$ cat src/rtl/core/rws_pkg.sv
// ----------------------------------------------------------------------------
// rws_pkg
// Widths, codes and constants shared by the roulette wheel selector files.
// ----------------------------------------------------------------------------
`default_nettype none

package rws_pkg;

  localparam int ACTION_W = 1;
  localparam int MEMBER_W = 3;
  localparam int FIT_W    = 17;
  localparam int DRAW_W   = 16;
  localparam int POP_W    = 4;

  // Fitness of 1.0 in unsigned 1.16 fixed point
  localparam logic [FIT_W-1:0] FIT_ONE = 17'd65536;

  localparam logic [POP_W-1:0] POP_RESET = 4'd8;

  typedef enum logic [ACTION_W-1:0] {
    ACT_LOAD = 1'b0,
    ACT_DRAW = 1'b1
  } action_e;

endpackage

`default_nettype wire

$ cat src/rtl/core/rws_in_if.sv
// ----------------------------------------------------------------------------
// rws_in_if
// Input channel of the selector: load or draw beats with valid/ready.
// ----------------------------------------------------------------------------
`default_nettype none

interface rws_in_if;

  logic                          valid;
  logic                          ready;
  logic [rws_pkg::ACTION_W-1:0]  action;
  logic [rws_pkg::MEMBER_W-1:0]  member_index;
  logic [rws_pkg::FIT_W-1:0]     fitness_value;
  logic [rws_pkg::DRAW_W-1:0]    random_draw;

  modport source (
    output valid, action, member_index, fitness_value, random_draw,
    input  ready
  );

  modport sink (
    input  valid, action, member_index, fitness_value, random_draw,
    output ready
  );

endinterface

`default_nettype wire

$ cat src/rtl/core/rws_out_if.sv
// ----------------------------------------------------------------------------
// rws_out_if
// Result channel of the selector: one chosen member per draw beat.
// ----------------------------------------------------------------------------
`default_nettype none

interface rws_out_if;

  logic                          valid;
  logic                          ready;
  logic [rws_pkg::MEMBER_W-1:0]  chosen_member;

  modport source (
    output valid, chosen_member,
    input  ready
  );

  modport sink (
    input  valid, chosen_member,
    output ready
  );

endinterface

`default_nettype wire

$ cat src/rtl/core/roulette_wheel_selector.sv
// ----------------------------------------------------------------------------
// roulette_wheel_selector
// Fitness-proportional selection over a stored population held in one
// synchronous memory; a draw sums the fitnesses, scales the total by r and
// searches for the first cumulative fitness that crosses it.
// ----------------------------------------------------------------------------
//
//  channel     dir  handshake     payload
//  in_i        in   valid/ready   action, member_index, fitness_value,
//                                 random_draw
//  out_o       out  valid/ready   chosen_member
//  cfg_*_i     in   write enable  population_size (4 bits)
//
//  A load is written to the fitness memory as it is accepted. A draw runs
//  through these steps in order: the accept, reads of the fitness memory for
//  every member in use to sum the total, one multiply, reads for the search
//  up to every member in use and one step to post the result, all through
//  the single read port of the memory. The result is registered.
//  One item is in work at a time; loads are taken while a result waits.
//  A stalled result holds the next draw in its post state (S_PUSH).
//  Reset clears control state and sets population_size to 8; the fitness
//  memory is not cleared.
// ----------------------------------------------------------------------------
`default_nettype none

module roulette_wheel_selector #(
  parameter int POP_MAX   = 8,
  parameter int FRAC_BITS = 16
) (
  input  wire                        clk_i,
  input  wire                        rst_ni,
  rws_in_if.sink                     in_i,
  rws_out_if.source                  out_o,
  input  wire                        cfg_we_i,
  input  wire [rws_pkg::POP_W-1:0]   cfg_wdata_i
);

  localparam int IDX_W  = $clog2(POP_MAX);
  localparam int CNT_W  = $clog2(POP_MAX + 1);
  localparam int TOT_W  = rws_pkg::FIT_W + IDX_W;
  localparam int TGT_W  = TOT_W + rws_pkg::DRAW_W;
  localparam int CMP_W  = TOT_W + ((FRAC_BITS > rws_pkg::DRAW_W) ? FRAC_BITS
                                                                 : rws_pkg::DRAW_W);
  localparam int PW     = (CNT_W > rws_pkg::POP_W) ? CNT_W : rws_pkg::POP_W;
  localparam int MW     = (CNT_W > rws_pkg::MEMBER_W) ? CNT_W : rws_pkg::MEMBER_W;
  localparam logic [32:0] RMAX = (33'd1 << FRAC_BITS) - 33'd1;

  typedef enum logic [2:0] {
    S_IDLE,
    S_SUM,
    S_MUL,
    S_SEARCH,
    S_PUSH
  } state_e;

  state_e                         state_q;
  logic                           out_vld_q;
  logic [rws_pkg::MEMBER_W-1:0]   out_member_q;
  logic [rws_pkg::POP_W-1:0]      pop_size_q;

  logic [rws_pkg::FIT_W-1:0]      fit_mem_q [POP_MAX];
  logic [rws_pkg::FIT_W-1:0]      rdata_q;

  logic [CNT_W-1:0]               cnt_q;
  logic [CNT_W-1:0]               n_q;
  logic [rws_pkg::DRAW_W-1:0]     r_q;
  logic [TOT_W-1:0]               total_q;
  logic [TOT_W-1:0]               cum_q;
  logic [TGT_W-1:0]               target_q;
  logic [rws_pkg::MEMBER_W-1:0]   res_q;

  logic                           in_acc;
  logic                           draw_acc;
  logic                           mem_we;
  logic [IDX_W-1:0]               waddr;
  logic [rws_pkg::FIT_W-1:0]      wdata;
  logic [IDX_W-1:0]               raddr;
  logic [PW-1:0]                  pop_ext;
  logic [CNT_W-1:0]               n_eff;
  logic [rws_pkg::DRAW_W-1:0]     r_sat;
  logic [TOT_W-1:0]               cum_d;
  logic                           hit;
  logic                           last;
  logic                           push_ok;

  assign in_i.ready          = (state_q == S_IDLE);
  assign out_o.valid         = out_vld_q;
  assign out_o.chosen_member = out_member_q;

  always_comb begin
    in_acc   = in_i.valid && in_i.ready;
    draw_acc = in_acc && (in_i.action == rws_pkg::ACT_DRAW);
    // drop loads aimed past the store
    mem_we   = in_acc && (in_i.action == rws_pkg::ACT_LOAD) &&
               (MW'(in_i.member_index) < MW'(POP_MAX));
    waddr    = IDX_W'(in_i.member_index);
    wdata    = (in_i.fitness_value > rws_pkg::FIT_ONE) ? rws_pkg::FIT_ONE
                                                       : in_i.fitness_value;

    pop_ext = PW'(pop_size_q);
    if (pop_ext > PW'(POP_MAX)) begin
      n_eff = CNT_W'(POP_MAX);
    end else if (pop_ext == '0) begin
      n_eff = CNT_W'(1);
    end else begin
      n_eff = CNT_W'(pop_ext);
    end

    r_sat = (33'(in_i.random_draw) > RMAX) ? rws_pkg::DRAW_W'(RMAX)
                                           : in_i.random_draw;

    // the first read of a walk is issued from idle or from the multiply cycle
    if (state_q == S_IDLE || state_q == S_MUL) begin
      raddr = '0;
    end else begin
      raddr = cnt_q[IDX_W-1:0];
    end

    cum_d   = cum_q + TOT_W'(rdata_q);
    hit     = ((CMP_W'(cum_d) << FRAC_BITS) > CMP_W'(target_q));
    last    = (cnt_q == n_q);
    push_ok = !out_vld_q || out_o.ready;
  end

  // Fitness memory: one write port, one registered read port
  always_ff @(posedge clk_i) begin
    if (mem_we) begin
      fit_mem_q[waddr] <= wdata;
    end
    rdata_q <= fit_mem_q[raddr];
  end

  // Control state and registered outputs
  always_ff @(posedge clk_i or negedge rst_ni) begin
    if (!rst_ni) begin
      state_q      <= S_IDLE;
      out_vld_q    <= 1'b0;
      out_member_q <= '0;
      pop_size_q   <= rws_pkg::POP_RESET;
    end else begin
      if (cfg_we_i) begin
        pop_size_q <= cfg_wdata_i;
      end
      // the post cycle sets valid itself
      if (out_vld_q && out_o.ready && (state_q != S_PUSH)) begin
        out_vld_q <= 1'b0;
      end
      case (state_q)
        S_IDLE: begin
          if (draw_acc) begin
            state_q <= S_SUM;
          end
        end
        S_SUM: begin
          if (last) begin
            state_q <= S_MUL;
          end
        end
        S_MUL: begin
          state_q <= (total_q == '0) ? S_PUSH : S_SEARCH;
        end
        S_SEARCH: begin
          if (hit || last) begin
            state_q <= S_PUSH;
          end
        end
        S_PUSH: begin
          // hold the result until the output beat slot is free
          if (push_ok) begin
            out_vld_q    <= 1'b1;
            out_member_q <= res_q;
            state_q      <= S_IDLE;
          end
        end
        default: begin
          state_q <= S_IDLE;
        end
      endcase
    end
  end

  // Datapath of a draw
  always_ff @(posedge clk_i) begin
    case (state_q)
      S_IDLE: begin
        if (draw_acc) begin
          r_q     <= r_sat;
          n_q     <= n_eff;
          cnt_q   <= CNT_W'(1);
          total_q <= '0;
        end
      end
      S_SUM: begin
        total_q <= total_q + TOT_W'(rdata_q);
        if (!last) begin
          cnt_q <= cnt_q + CNT_W'(1);
        end
      end
      S_MUL: begin
        target_q <= TGT_W'(r_q) * TGT_W'(total_q);
        cnt_q    <= CNT_W'(1);
        cum_q    <= '0;
        res_q    <= '0;
      end
      S_SEARCH: begin
        cum_q <= cum_d;
        if (hit) begin
          res_q <= rws_pkg::MEMBER_W'(cnt_q - CNT_W'(1));
        end else if (last) begin
          res_q <= rws_pkg::MEMBER_W'(n_q - CNT_W'(1));
        end else begin
          cnt_q <= cnt_q + CNT_W'(1);
        end
      end
      S_PUSH: begin
        res_q <= res_q;
      end
      default: begin
        cnt_q <= cnt_q;
      end
    endcase
  end

endmodule

`default_nettype wire

$ cat src/flat_wrapper.sv
// flat-port wrapper written by rule: the top's interface ports become plain ports
module roulette_wheel_selector_flat 
#(
  parameter int POP_MAX   = 8,
  parameter int FRAC_BITS = 16
)
  (clk_i, rst_ni, cfg_we_i, cfg_wdata_i, in_i_valid, in_i_action, in_i_member_index, in_i_fitness_value, in_i_random_draw, in_i_ready, out_o_valid, out_o_chosen_member, out_o_ready);
  rws_in_if in_i_i ();
  rws_out_if out_o_i ();
  input  wire clk_i;
  input  wire rst_ni;
  input  wire cfg_we_i;
  input  wire [rws_pkg::POP_W-1:0] cfg_wdata_i;
  input wire logic [$bits(in_i_i.valid)-1:0] in_i_valid;
  input wire logic [$bits(in_i_i.action)-1:0] in_i_action;
  input wire logic [$bits(in_i_i.member_index)-1:0] in_i_member_index;
  input wire logic [$bits(in_i_i.fitness_value)-1:0] in_i_fitness_value;
  input wire logic [$bits(in_i_i.random_draw)-1:0] in_i_random_draw;
  output wire logic [$bits(in_i_i.ready)-1:0] in_i_ready;
  output wire logic [$bits(out_o_i.valid)-1:0] out_o_valid;
  output wire logic [$bits(out_o_i.chosen_member)-1:0] out_o_chosen_member;
  input wire logic [$bits(out_o_i.ready)-1:0] out_o_ready;
  assign in_i_i.valid = in_i_valid;
  assign in_i_i.action = in_i_action;
  assign in_i_i.member_index = in_i_member_index;
  assign in_i_i.fitness_value = in_i_fitness_value;
  assign in_i_i.random_draw = in_i_random_draw;
  assign in_i_ready = in_i_i.ready;
  assign out_o_valid = out_o_i.valid;
  assign out_o_chosen_member = out_o_i.chosen_member;
  assign out_o_i.ready = out_o_ready;
  roulette_wheel_selector #(.POP_MAX(POP_MAX), .FRAC_BITS(FRAC_BITS)) u_core (.clk_i(clk_i), .rst_ni(rst_ni), .in_i(in_i_i), .out_o(out_o_i), .cfg_we_i(cfg_we_i), .cfg_wdata_i(cfg_wdata_i));
endmodule
$ cat config.mk
export PLATFORM = sky130hd
export DESIGN_NAME = roulette_wheel_selector_flat
export DESIGN_NICKNAME = d
export VERILOG_FILES = /design/src/rtl/core/rws_pkg.sv /design/src/rtl/core/rws_in_if.sv /design/src/rtl/core/rws_out_if.sv /design/src/rtl/core/roulette_wheel_selector.sv /design/src/flat_wrapper.sv
export SDC_FILE = /design/constraint.sdc
export NUM_CORES = 1
export LEC_CHECK = 0
export ABC_AREA = 1
export BUFFER_PORTS_ARGS = -buffer_cell sky130_fd_sc_hd__buf_2
export CELL_PAD_IN_SITES_DETAIL_PLACEMENT = 1
export CELL_PAD_IN_SITES_GLOBAL_PLACEMENT = 1
export CORE_MARGIN = 2
export CORE_UTILIZATION = 40
export CTS_BUF_LIST = sky130_fd_sc_hd__clkbuf_4 sky130_fd_sc_hd__clkbuf_8 sky130_fd_sc_hd__clkbuf_16
export DETAILED_ROUTE_END_ITERATION = 7
export GPL_ROUTABILITY_DRIVEN = 0
export PLACE_DENSITY = 0.75
export SETUP_SLACK_MARGIN = 0.02
export SLEW_MARGIN = 20
export SYNTH_ARGS = -nofsm -noshare
export SYNTH_HDL_FRONTEND = slang
export SYNTH_SLANG_ARGS = --single-unit
$ cat constraint.sdc
create_clock -name clk_i -period 10.4 [get_ports clk_i]
set_input_delay 1.04 -clock clk_i [delete_from_list [all_inputs] [get_ports clk_i]]
set_output_delay 1.04 -clock clk_i [all_outputs]
set_load 0.01 [all_outputs]
Yosys cells after proc, flatten, opt, wreduce, memory -nomap -nowiden
Memories as Yosys holds them, arrays and structs flattened. A register that Yosys moved wholly into a read port is not among the register bits. Cells that the tools add are included.

Add/sub/neg operators: 5. Reduce and logical (&&, ||, !) cells: 22. Multiply operators: 1. Bitwise operators: 1. Mux-type cells: 24. $lt $le $gt $ge: 3. Eq/ne operators: 12.

Operators with widths (number): $pmux W20 S2 (2); $add A20 B17 Y20 (2); $gt A36 B36 Y1 (1); $mul A16 B20 Y36 (1); $mux W3 (8); $logic_not A20 Y1 (1); $mux W20 (1); $gt A17 B17 Y1 const B (1); $mux W17 (1); $mux W4 (4); $pmux W4 S4 (1); $pmux W3 S5 (1); $reduce_and A2 Y1 (4); $eq A3 B2 Y1 const B (2); $ne A2 B1 Y1 const B (3); $pmux W3 S2 (1); $sub A3 B1 Y3 const B (2); $logic_and A1 B1 Y1 (5); $mux W1 (5); $add A4 B1 Y4 const B (1); $eq A4 B4 Y1 (1); $gt A4 B4 Y1 const B (1); $logic_not A4 Y1 (1); $ne A2 B2 Y1 const B (2); other kinds (13) (16).

Word-level logic and storage cells: 81. RAM bits: 136. Input bits: 46. Output and inout bits: 5. Memories kept: 1. Bits in registers: 114.

Memory list: u_core.fit_mem_q (words 8, width 17, read ports 1, clocked after Yosys merged registers in 1, write ports 1, RTL line roulette_wheel_selector.sv:61) `logic [rws_pkg::FIT_W-1:0] fit_mem_q [POP_MAX];`.

Depth between registers and ports, before layout
Gate-level depths: netlist of run 1.

Depth in word-level cells: 5. Depth in mapped cells: 27. Gate-level depth less buffers: 26.

Least setup slack after synthesis of run 1
No wires, ideal clock.

Path kind: register to register. Start: reg u_core.total_q[17]. End: reg u_core.target_q[25] (data pin). Path buffers: 2. Data required time: 10141 ps. Period minus slack after synthesis: 5490 ps. Path slack: 4910 ps. Arrival: 5231 ps. Setup time: 259 ps. Cell stages (with the launch flop): 21. Cell sequence: edfxtp_1 -> clkbuf_1 -> clkbuf_1 -> nand2_1 -> fa_1 -> inv_1 -> fa_1 -> fa_1 -> fa_1 -> fa_1 -> inv_1 -> fa_1 -> inv_1 -> ha_1 -> nand2_1 -> a21oi_1 -> or2_2 -> o21bai_1 -> a21oi_1 -> nand2_1 -> xor2_1.

Longest elaborated chain between the ends: 1.

Ends and longest elaborated chain: start: declaration (RTL line roulette_wheel_selector.sv:67) `logic [TOT_W-1:0] total_q;`; start signal: assignment (RTL line roulette_wheel_selector.sv:194) `total_q <= total_q + TOT_W'(rdata_q);`; $mul A16 B20 Y36 (RTL line roulette_wheel_selector.sv:200) `target_q <= TGT_W'(r_q) * TGT_W'(total_q);`; end signal: assignment (RTL line roulette_wheel_selector.sv:200); end: declaration (RTL line roulette_wheel_selector.sv:69) `logic [TGT_W-1:0] target_q;`.

No other way between the ends. A chain may end at the register's enable or synchronous reset.

Worst setup path in the final report of run 1
Start: reg u_core.total_q[7]. End: reg u_core.target_q[23] (data pin).

The elaborated chain is that of the path after synthesis.

==> results of run 1 <==
==> worst min path at each step <==
stage                         start  slack (ps)                             to
detailed placement  u_core.res_q[0]         470  u_core.out_o.chosen_member[0]
floorplan           u_core.res_q[0]         460  u_core.out_o.chosen_member[0]
finish                       rst_ni         300  u_core.out_o.chosen_member[0]
CTS                          rst_ni         290  u_core.out_o.chosen_member[0]
global route                 rst_ni         300  u_core.out_o.chosen_member[0]
global placement    u_core.res_q[0]         490  u_core.out_o.chosen_member[0]
==> per-stage QoR <==
step	cells	setup WS [ps]
after floorplan	2707	4910
after global placement	3453	4133
after detailed placement	3455	3984
after CTS	3512	3947
after global routing	3512	3589
final	3513	3875
==> cell type report <==
cell class / instances / area share [%]
Inverter: 631 / 9.178
Clock buffer: 48 / 3.545
Sequential cell: 267 / 30.17
Antenna cell: 1 / 0.009687
Timing Repair Buffer: 77 / 1.879
Tap cell: 773 / 3.744
Clock inverter: 9 / 0.3681
Multi-Input combinational cell: 1707 / 51.11
==> cells in the final DEF (no fill, tap or decap), types with 18 or more instances in the layout <==
master and n:
nand2_1 626, nand3b_1 21, inv_1 624, nor2_1 186
edfxtp_1 239, o21ai_0 75, nor3_1 18, a31oi_1 21
clkbuf_16 31, buf_2 50, xor2_1 36, buf_4 25
ha_1 164, nand3_1 55, a21oi_1 120, fa_1 252
==> state kept, by name, indices dropped and copies added, names as in the netlist <==
signal	flops
u_core.cnt_q	4
u_core.cum_q	20
u_core.fit_mem_q	136
u_core.n_q	4
u_core.out_o.chosen_member	3
u_core.out_o.valid	1
u_core.pop_ext	4
u_core.r_q	16
u_core.rdata_q	17
u_core.res_q	3
u_core.state_q	3
u_core.target_q	36
u_core.total_q	20
==> logic make-up (layout without fill, tap and decap cells) <==
| family | after synthesis | after routing | synth area share, % |
|---|---|---|---|
| fa+ha+maj | 416 | 416 | 29.85 |
| buf+inv | 733 | 765 | 11.82 |
| xor+xnor | 42 | 42 | 1.547 |
| mux | 3 | 3 | 0.1421 |
| simple gates | 956 | 956 | 16.43 |
| flops | 267 | 267 | 32.78 |
| other cells | 0 | 1 | 0 |
| compound gates | 290 | 290 | 7.436 |
==> Yosys cell counts, types with 3 or more instances <==
cell / n
nand2_1: 626
o211ai_2: 17
nand3b_1: 21
nor2_2: 4
buf_2: 9
buf_6: 4
a21boi_0: 4
inv_2: 6
o21bai_1: 9
nor2_1: 188
dfxtp_1: 17
or2_2: 4
xnor2_1: 6
o21ai_1: 3
o221ai_1: 17
fa_1: 252
a21oi_1: 120
clkbuf_1: 81
nand4_1: 14
mux2_2: 3
nand3_1: 55
xor2_1: 36
nor3_1: 22
buf_1: 4
o21ai_2: 4
edfxtp_1: 239
a21o_1: 12
ha_1: 164
o211ai_1: 3
o21ai_0: 75
and2_1: 6
buf_4: 4
inv_1: 624
a31oi_1: 21
nor4_1: 6
dfrtp_1: 10
==> layer usage <==
layer | track usage (%) | share of wire [%]
met5 | 0 | 0.040
met3 | 3.633 | 5.3
met2 | 39.97 | 49
met1 | 28.48 | 42
met4 | 7.749 | 3.4
==> metrics.txt, run 1 <==
Ports=51; wire per inst=19.23 µm; die width=247.8 µm; Synth warnings=0; syn nets=3,169; Worst-Skew Late Latency=roughly 610 ps; IO Port Bufs=50; reg2reg setup slack=3880 ps; DP HPWL=50.79 mm; ys flop type=edfxtp_1; Area contributors post-synth=edfxtp_1 (30%), fa_1 (21%), nand2_1 (9.9%); area of the multi-input gates=13,200 µm²; most used cell, CP=fa_1; worst flop-to-flop path startpoint=u_core.total_q[7]; DRC Markers=0; CP Data Arrival Time=6850 ps; Rel. slew slack=23.71%; syn_area_per_cell=8.783 µm²; Final setup viols=0; clk_skew=13.22 ps; crit end category=flop; Max Cap Viol=0; f_max=roughly 150 MHz; post-synth cell types=48; crit-path cells=nand2_1 > fa_1 > inv_1 > fa_1 > inv_1 > fa_1 > inv_1 > fa_1 > fa_1 > inv_1 > fa_1 > inv_1 > ha_1 > a21o_1 > a21oi_1 > o21ai_0 > a21o_1 > nand2_1 > nand2_1 > nand2_1 > nand2_1; Die ar.=61,410 µm²; setup_tns=0 ps; Bufs on Longest Clock Path=3; final net count=roughly 3,200; crit path kind=reg2reg; post-synthesis cell area=23,780 µm²; CP startpoint=u_core.total_q[7]; post-CTS sizing=0; cells after synthesis=approximately 2,700; CP max-delay cell=edfxtp_1; CP delay by family, top=adder cells; CTS tree=done; status=completed; clk sink count=267; Vias/cell=5.139; area share of the largest cell type after synthesis=30.18%; Final Critical Period=6525 ps; Die Ht=247.8 µm; post-route cell area=25,830 µm²; RSZ-0062 raised after global routing=no; TritonCTS Buffers=31; CP required=10,730 ps; WHS=300.4 ps; Hold Buf Count CTS=0; Least-Margin Pin Slew=between 1000 and 1500 ps; first-pass GRT wire length=108.8 mm; Final Max Slew Viols=0; Post-synth EDFFs=239; drt first-iter violations=850; vias in the first global route=20,270; sequential fraction of the synthesis area=32.78%; critical path endpoint=u_core.target_q[23]; worst reg-to-reg path cell count=21; Routed WL=67.56 mm; worst-path maximum fanout=18; synthesis-to-finish area growth=8.651%; row count=89; period utilization=~63%; final hold vios=0; R2R Path End=u_core.target_q[23]; Synth area leader=edfxtp_1; Pre-antenna DRT Iters=5; fraction of registers with async set/reset=4.120%; worst path buffer plus inverter count=5; layout cells sized above 1=6.791%; Placed Area=about 25,000 µm²; largest net degree at the start of global routing=86; # H-tree levels=1; core box area=~59,000 µm²; final core occ=43.85%; register cell area after layout=7794 µm²; Total GRT Usage=22.79%; initial antenna violation count=3; total grt overflow=0; CP Depth=21; worst stage delay on the critical path=1100 ps; clock-pin slew on the worst setup and hold paths=around 60 ps; ANT nets after route=0; min-delay worst type=in2async; Setup Fix Bufs, Post-CTS=0; fill count=6,873; via count=18,050; Initial Util=about two fifths; Root Buffer=clkbuf_16; synthesized flop and latch total=267; crit start category=flop
Power of run 1 is not shown: default switching activity piles up to over one toggle a cycle in this logic, so the estimate is an artifact.
==> run 2, diff against run 1 <==
Clock period 10.4 ns to 6.4 ns, I/O delays scaled along.
==> run 2 against run 1 <==
Against the previous run: global-route usage about the same; sequential share of layout area shrank 0.58 points; worst hold slack got worse by 96 ps; largest cell class unchanged; highest routed layer is now met4.
==> metrics.txt, run 2 (same netlist as run 1, synthesis figures left out) <==
Final setup viols=0 (unchanged); crit start category=flop; Worst-Skew Late Latency=620 ps (about the same); post-CTS sizing=0 (unchanged); Final Critical Period=6136 ps (-389.0 ps); CTS tree=done; TritonCTS Buffers=31 (unchanged); Routed WL=68.57 mm (+1.5%); Largest Register=u_core.fit_mem_q; CP required=6770 ps (-3960 ps); hold_sp=in_i_random_draw[0]; Die ar.=61,410 µm² (unchanged); via count=18,160 (+0.58%); wire per inst=19.25 µm (+0.12%); die width=247.8 µm (unchanged); Vias/cell=5.099 (-0.78%); RSZ-0062 raised after global routing=no; final hold vios=0 (unchanged); total grt overflow=0 (unchanged); Hold Path End=u_core.r_q[0]; final net count=3,225 (+1.5%); status=completed; layout cells sized above 1=8.286% (+1.5 points); CP Data Arrival Time=6510 ps (-340 ps); Initial Util=40.36% (unchanged); period utilization=95.87% (+33 points); worst flop-to-flop path startpoint=u_core.r_q[13]; largest net degree at the start of global routing=86 (unchanged); first-pass GRT wire length=109.0 mm (+0.22%); fill count=6,904 (+0.45%); ANT nets after route=0 (unchanged); Max Cap Viol=0 (unchanged); Total GRT Usage=22.78% (about the same); Pre-antenna DRT Iters=5 (unchanged); DP HPWL=52.01 mm (+2.4%); initial antenna violation count=0 (-3); Top Registers=u_core.fit_mem_q (136), u_core.target_q (36); worst reg-to-reg path cell count=18 (-14%); Root Buffer=clkbuf_16; most common cell after layout, fill and taps aside=nand2_1; Least-Margin Pin Slew=936.5 ps (-207.9 ps); reg2reg setup slack=260 ps (-3610 ps); max reg flops=136 (unchanged); core box area=58,910 µm² (unchanged); setup_tns=0 ps (unchanged); most frequent cells in the layout=nand2_1 (626), inv_1 (624), fa_1 (252), edfxtp_1 (239), nor2_1 (186); worst-path maximum fanout=20 (+2); synthesis-to-finish area growth=10.77%; DRC Markers=0 (unchanged); crit end category=flop; Rel. slew slack=37.56% (+14 points); Die Ht=247.8 µm (unchanged); row count=89 (unchanged); min-delay worst type=in2reg; vias in the first global route=20,150 (-0.56%); Antenna Cells=0 (-1); Ports=51 (unchanged); f_max=163.0 MHz (+6.3%); clk_skew=23.93 ps (+10.71 ps); clk sink count=267 (unchanged); # H-tree levels=1 (unchanged); R2R Path End=u_core.target_q[29]; Bufs on Longest Clock Path=3 (unchanged); drt first-iter violations=995 (+17%); IO Port Bufs=50 (unchanged); Hold Path Stages=1; Final Max Slew Viols=0 (unchanged); clock-pin slew on the worst setup and hold paths=70 ps (about the same); crit path kind=reg2reg
==> run 2: layout make-up <==
cell class | instances | area (µm²) | area share, %
repair buffers | 125 | 975.9 | 3.705
well taps | 773 | 967.2 | 3.672
multi-input cells | 1707 | 13200 | 50.13
clock inverters | 16 | 156.4 | 0.5938
flip-flops and latches | 267 | 7794 | 29.59
clock buffers | 42 | 870.8 | 3.306
inverters | 631 | 2371 | 9.002
==> run 2: worst max-delay path by stage <==
stage	slack (ps)	to	start
after floorplan	910	u_core.target_q[25]	u_core.total_q[17]
after global placement	270	u_core.target_q[29]	u_core.total_q[8]
after detailed placement	250	u_core.target_q[29]	u_core.total_q[9]
after CTS	130	u_core.target_q[29]	u_core.total_q[9]
after global routing	30	u_core.target_q[24]	u_core.r_q[10]
final	260	u_core.target_q[29]	u_core.r_q[13]
==> run 2: layer usage <==
metal	global-route usage, %	wire length, µm
met5	0	0
met4	6.375	2250
met3	2.930	3110
met2	40.11	33960
met1	29.33	29250
==> run 2: worst max-delay path, stage by stage, from the launching register on <==
cell      delay (ps)
edfxtp_1         960
nand2_1          180
fa_1             530
fa_1             490
inv_1             60
fa_1             510
fa_1             450
fa_1             540
inv_1             70
fa_1             490
inv_1             50
ha_1             400
nand2_1          140
nor2_1           200
inv_1             80
nor3_1           170
nand2_1          100
nand3_1          110
xor2_1           360
==> run 2: repair_timing <==
action                                 4_1_cts  5_1_grt
setup endpoints to repair                    0       14
endpoints found under the hold margin       10        0
hold buffers                                 1        0
setup buffers                                0       26
==> run 2: metrics by stage <==
stage / utilization [%] / setup slack [ps] / cell area (µm²) / hold slack (ps) / instances
after floorplan: - / 909.6 / 23780 / 344.4 / 2707
after global placement: 42.35 / 269.7 / 24950 / 483.7 / 3475
after detailed placement: 42.35 / 245.8 / 24950 / 476.9 / 3475
after CTS: 44.12 / 128.5 / 25990 / 171.3 / 3534
after global routing: 44.71 / 29.70 / 26340 / 182.3 / 3561
final: 44.71 / 264.0 / 26340 / 204.2 / 3561
Power of run 2 is left out for the same reason.
